## src/hw/rtl/snge_pkg.sv

```systemverilog
// Shared types, constants and codes of the spectral noise and gain estimator.
package snge_pkg;

    localparam int CHANNELS     = 8;
    localparam int FRAME_LENGTH = 512;
    localparam int PSLEN        = FRAME_LENGTH / 2 + 1;
    localparam int DEPTH        = CHANNELS * PSLEN;
    localparam int ADDR_W       = $clog2(DEPTH);

    localparam int CH_W   = 3;
    localparam int BIN_W  = 9;
    localparam int OBIN_W = 8;
    localparam int PW     = 40;
    localparam int CNT_W  = 16;
    localparam int GAIN_W = 16;
    localparam int EXT_W  = PW + 2;
    localparam int ACC_W  = 58;
    localparam int COEF_W = 17;
    localparam int HALF_W = PW / 2;

    localparam int PADDR_W = 4;
    localparam int PDATA_W = 32;

    // divider: remainder, divisor, quotient and step count widths
    localparam int DIV_RW = EXT_W + 1;
    localparam int DIV_DW = EXT_W;
    localparam int QUO_W  = 17;
    localparam int STEP_W = 5;

    localparam logic [15:0] DECAY_RST  = 16'd26214;
    localparam logic [15:0] LEVEL_RST  = 16'd13107;
    localparam logic [7:0]  MINWIN_RST = 8'd150;
    localparam logic [7:0]  WARM_RST   = 8'd100;

    localparam logic [COEF_W-1:0] Q16_ONE   = 17'h10000;
    localparam logic [COEF_W-1:0] W_OLD     = 17'd45875;
    localparam logic [COEF_W-1:0] W_NEW     = 17'd19661;
    localparam logic [COEF_W-1:0] GAMMA     = 17'd9830;
    localparam logic [COEF_W-1:0] ADAPT_MIN = 17'd3277;
    localparam logic [ACC_W-1:0]  ACC_ROUND = 58'd32768;
    localparam logic [PW-1:0]     ONE_P     = 40'd256;

    typedef enum logic [1:0] {
        REG_DECAY  = 2'd0,
        REG_LEVEL  = 2'd1,
        REG_MINWIN = 2'd2,
        REG_WARM   = 2'd3
    } t_reg_idx;

    typedef enum logic [4:0] {
        S_CLEAR, S_IDLE, S_READ, S_PA, S_MAC, S_CAP, S_SMW, S_SF, S_MIN,
        S_DIVA, S_COND, S_POST, S_DIVG, S_DIVW, S_WB, S_OUT
    } t_state;

    typedef enum logic [2:0] {
        OP_PA, OP_NZ, OP_NUM, OP_SP1, OP_SP2, OP_COEF, OP_RV
    } t_mac_op;

    typedef struct packed {
        logic [PW-1:0] rmin;
        logic [PW-1:0] wmin;
        logic [PW-1:0] nz;
        logic [PW-1:0] rv;
        logic [PW-1:0] sp;
    } t_bin_state;

    typedef struct packed {
        logic              start;
        logic              lead;
        logic [STEP_W-1:0] steps;
        logic [DIV_RW-1:0] rem0;
        logic [DIV_DW-1:0] divisor;
    } t_div_req;

    typedef struct packed {
        logic             busy;
        logic [QUO_W-1:0] quot;
    } t_div_rsp;

endpackage

```

## src/hw/rtl/snge_div.sv

```systemverilog
// Restoring divider, one quotient bit per cycle.
module snge_div import snge_pkg::*; (
    input  logic     i_clk,
    input  logic     i_rst_n,
    input  t_div_req i_req,
    output t_div_rsp o_rsp
);

    logic              r_busy;
    logic [STEP_W-1:0] r_left;
    logic              r_lead;
    logic [DIV_RW-1:0] r_rem;
    logic [DIV_DW-1:0] r_dvs;
    logic [QUO_W-1:0]  r_quo;

    logic [DIV_RW-1:0] shifted;
    logic              fits;
    logic [DIV_RW-1:0] n_rem;
    logic [QUO_W-1:0]  n_quo;

    always_comb begin
        // lead injects the single set dividend bit on the first step
        shifted = {r_rem[DIV_RW-2:0], r_lead};
        fits    = shifted >= {1'b0, r_dvs};
        n_rem   = fits ? shifted - {1'b0, r_dvs} : shifted;
        n_quo   = {r_quo[QUO_W-2:0], fits};
    end

    always_ff @(posedge i_clk) begin
        if (!i_rst_n) begin
            r_busy <= 1'b0;
            r_left <= '0;
        end else if (i_req.start) begin
            r_busy <= 1'b1;
            r_left <= i_req.steps;
        end else if (r_busy) begin
            r_left <= r_left - STEP_W'(1);
            if (r_left == STEP_W'(1)) begin
                r_busy <= 1'b0;
            end
        end
    end

    always_ff @(posedge i_clk) begin
        if (i_req.start) begin
            r_rem  <= i_req.rem0;
            r_dvs  <= i_req.divisor;
            r_quo  <= '0;
            r_lead <= i_req.lead;
        end else if (r_busy) begin
            r_rem  <= n_rem;
            r_quo  <= n_quo;
            r_lead <= 1'b0;
        end
    end

    assign o_rsp.busy = r_busy;
    assign o_rsp.quot = r_quo;

endmodule

```

## config.mk

```make
export PLATFORM = sky130hd
export DESIGN_NAME = snge_div
export DESIGN_NICKNAME = d
export VERILOG_FILES = /design/src/hw/rtl/snge_pkg.sv /design/src/hw/rtl/snge_div.sv
export SDC_FILE = /design/constraint.sdc
export NUM_CORES = 1
export LEC_CHECK = 0
export BUFFER_PORTS_ARGS = -buffer_cell sky130_fd_sc_hd__buf_2
export CORE_MARGIN = 10
export CORE_UTILIZATION = 40
export DETAILED_ROUTE_END_ITERATION = 7
export PLACE_DENSITY_LB_ADDON = 0.05
export REMOVE_ABC_BUFFERS = 1
export SLEW_MARGIN = 20
export SYNTH_ARGS = -nofsm -noshare
export SYNTH_HDL_FRONTEND = slang
export SYNTH_SLANG_ARGS = --single-unit
```

## constraint.sdc

```tcl
create_clock -name i_clk -period 2.65 [get_ports i_clk]
set_input_delay 0.795 -clock i_clk [delete_from_list [all_inputs] [get_ports i_clk]]
set_output_delay 0.795 -clock i_clk [all_outputs]
set_load 0.01 [all_outputs]
```

==> run summary <==
PLACE
--------------------------------------------------------------------------------------------
Worst setup slack after placement                                                    -405 ps
Cell area after placement                                                        0.00865 mm²
HPWL Detailed                                                                       14300 µm
Count of port buffers added during placement                                             110
Number of placed instances, taps included                                               1159
Final weighted congestion in routability-driven placement                              0.878

FLOORPLAN
--------------------------------------------------------------------------------------------
Core ar.                                                                          0.0172 mm²
Starting utilization of the core area                                                  40.8%
Overall die height                                                                    153 µm
Number of top-level pins                                                                 112
Die W                                                                                 153 µm
Row count                                                                                 48
Die area                                                                          0.0233 mm²

TIMING
--------------------------------------------------------------------------------------------
Max Slew Vio Count                                                                         0
Setup clock skew after layout                                                        20.0 ps
Max Freq                                                                             341 MHz
Setup repair after global routing missed its margin                                      yes
Post-layout minimum cycle time                                                       2930 ps
Total of endpoints with negative setup slack in the final report                          42
Remaining max-slew budget at the tightest pin                                          63.9%
Post-route fraction of the period consumed by the critical path                         111%
Final Worst Setup Slack                                                              -284 ps
Total negative setup slack                                                          -9760 ps
Final Hold Viols                                                                           0
Actual transition at the worst max-transition pin                                     536 ps

CELLS AND AREA
--------------------------------------------------------------------------------------------
Nets                                                                                    1106
Number of non-filler instances in the completed layout                                  1197
Relative area change from synthesis to final layout                                    36.4%
Core utilization of the finished layout                                                55.6%
Antenna cells                                                                              0
Count of filler cells inserted in the layout                                            1570
Post-route cell area                                                             0.00959 mm²
Share of post-route cells with drive strength above 1                                  35.1%

CLOCKING
--------------------------------------------------------------------------------------------
Clock latency at the later pin of the worst-skew pair                                 380 ps
Maximum root-to-sink buffer count                                                          2
Clock-pin transition on the worst setup and hold timing paths                          90 ps
Clock tree from TritonCTS                                                               done
Cts bufs inserted                                                                          9
CTS root buf                                                                       clkbuf_16
Number of H-tree branching levels                                                          3
Hold buffers post-CTS                                                                      0
Clock sink total                                                                         108

SYNTH
--------------------------------------------------------------------------------------------
Complex-gate fraction of the synthesized area                                          17.5%
Adder and majority gate portion of the synthesized area                                8.12%
Basic-gate share of the synthesized area counting and, or, nand and nor cells          14.0%
Number of warnings printed during yosys synthesis                                          0
Synthesized cell area                                                            0.00703 mm²
Largest family of logic cells by synthesized area                               compound AO/OA/AOI/OAI gates
Leading register cell type out of synthesis                                         edfxtp_1
Asr flop ratio synth                                                                      0%
Post-synthesis xor/xnor area fraction                                                  4.74%
Multiplexer fraction of the synthesized cell area                                      7.26%
Number of flops mapped to enable cells by yosys                                           85
Number of standard cells after synthesis                                                 739
Average size of a mapped cell                                                       9.51 µm²
Seq/Total Area, Yosys                                                                  42.9%
Post-synthesis cell type count                                                            64
Number of storage elements in the synthesis netlist                                      108

DETAILED ROUTING
--------------------------------------------------------------------------------------------
Via density per instance                                                                5.08
Pre-Repair DR Iteration Count                                                              5
Via count                                                                               6086
Number of design rule violations left after detail routing                                 0
Routed Wire Length                                                                  19100 µm
Violation count after the first detailed-route iteration                                 264
Drt wl/cell                                                                          16.0 µm
Antenna viol nets, final                                                                   0

GLOBAL ROUTING
--------------------------------------------------------------------------------------------
Global routing usage summed across all routing layers                                  16.1%
Initial antenna violation count                                                            0
Via count of the first global-routing pass                                              6257
Global-route wire length before repair                                              31200 µm
Total gr overflow                                                                          0
Largest net degree at the start of global routing                                         74

STATUS
--------------------------------------------------------------------------------------------
Violated checks                                                                 negative setup slack
Result of the run                                                               finished with violations

WORST SETUP PATH
--------------------------------------------------------------------------------------------
Sort of element at the end of the critical path                                    flip-flop
Data required time of the critical path                                              2770 ps
Launch point of the worst path                                                  r_rem[4]$_DFFE_PP_
Highest net fanout along the worst path                                                   15
Sort of element at the start of the critical path                                  flip-flop
Crit path DAT                                                                        3060 ps
Type of the worst setup path                                                    flip-flop to flip-flop
Worst r2r src                                                                   r_rem[4]$_DFFE_PP_

MIN PATH
--------------------------------------------------------------------------------------------
Worst min-delay path startpoint                                                 r_quo[16]$_SDFFE_PP0P_
Hold Crit Class                                                                 flip-flop to flip-flop

POWER AND IR DROP
--------------------------------------------------------------------------------------------
Leakage power figure                                                                 4.28 nW
Maximum VDD drop                                                                    0.480 mV
Total power per unit cell area                                                    948 mW/mm²

FLOW RUN
--------------------------------------------------------------------------------------------
Max-cap violations                                                                         0

flip-flops by register name (all words and copies together) (netlist names):
signal / flops
r_busy: 1
r_dvs: 42
r_lead: 1
r_left: 5
r_quo: 17
r_rem: 42
kinds of logic after synthesis:
group           count (synthesis)
buf+inv                        89
xor+xnor                       38
flops                         108
compound gates                194
simple gates                  214
fa+ha+maj                      45
mux                            51
per-stage QoR:
stage	hold slack, ps	total power, mW
floorplan	528	4.97
global route	565	9.75
finish	511	9.09
detailed placement	495	6.76
CTS	518	8.84
global placement	475	6.72
cell usage in the layout, fill, tap and decap left out, types with 23 or more instances in the layout:
master,n
dfxtp_1,23
ha_1,30
nor2_1,55
nand2_1,79
mux2i_1,44
a21oi_1,49
buf_4,135
inv_1,49
edfxtp_1,85
o21ai_1,32
o21ai_0,31
buf_2,109
worst max-delay path, stage by stage, from the launching register on:
cell,delay [ps]
edfxtp_1,410
ha_1,390
nand2_1,60
o21ai_0,330
o2111ai_4,220
nor2_2,230
o21ai_2,90
a31oi_4,210
buf_4,150
buf_6,100
buf_12,160
mux2i_2,240
a21oi_1,90
Yosys cell counts (all sizes together), types with 16 or more instances:
| master | number | area [µm²] |
|---|---|---|
| a21o | 18 | 135 |
| a21oi | 59 | 314 |
| buf | 18 | 124 |
| clkbuf | 19 | 72.6 |
| dfxtp | 23 | 460 |
| edfxtp | 85 | 2550 |
| ha | 44 | 551 |
| inv | 52 | 195 |
| mux2i | 51 | 510 |
| nand2 | 79 | 297 |
| nand3 | 21 | 105 |
| nor2 | 60 | 228 |
| o21ai | 68 | 352 |
| xnor2 | 16 | 140 |
| xor2 | 22 | 193 |
final timing paths:
path,slack [ps],cells after the start,endpoint
hold / removal,510,2,r_quo[16]$_SDFFE_PP0P_
setup / recovery,-280,12,r_rem[5]$_DFFE_PP_
hold reg to reg,510,2,r_quo[16]$_SDFFE_PP0P_
setup reg to reg,-280,12,r_rem[5]$_DFFE_PP_
cell type report:
class / instances / area [µm²] / area share [%]
tap: 225 / 282 / 2.94
clock inverter: 7 / 88.8 / 0.927
sequential: 108 / 3010 / 31.4
inverter: 52 / 195 / 2.04
clock buffer: 9 / 225 / 2.35
timing repair buffer: 254 / 1770 / 18.5
multi-input combinational: 542 / 4010 / 41.9
metal layers:
layer  vias up  wire length (µm)  GRT usage, %
li1       3107                 -             -
met1      2822              9250          21.6
met2       136              8620          24.7
met3        21               936          4.15
met4         0               337          5.22
met5         -                 0             0
power by group:
part | total, mW | internal (mW) | switching, mW
registers | 2.38 | 2.20 | 0.180
logic | 5.26 | 2.73 | 2.53
clock network | 1.45 | 0.687 | 0.759
timing repair:
action / CTS / global route
buffers inserted: 13 / 6
setup endpoints to repair: 43 / 43
hold endpoints to repair: 0 / 0
pin swaps: 16 / 12
resized for setup: 51 / 24
gates cloned: 2 / 1
(Power assumes the default switching activity.)
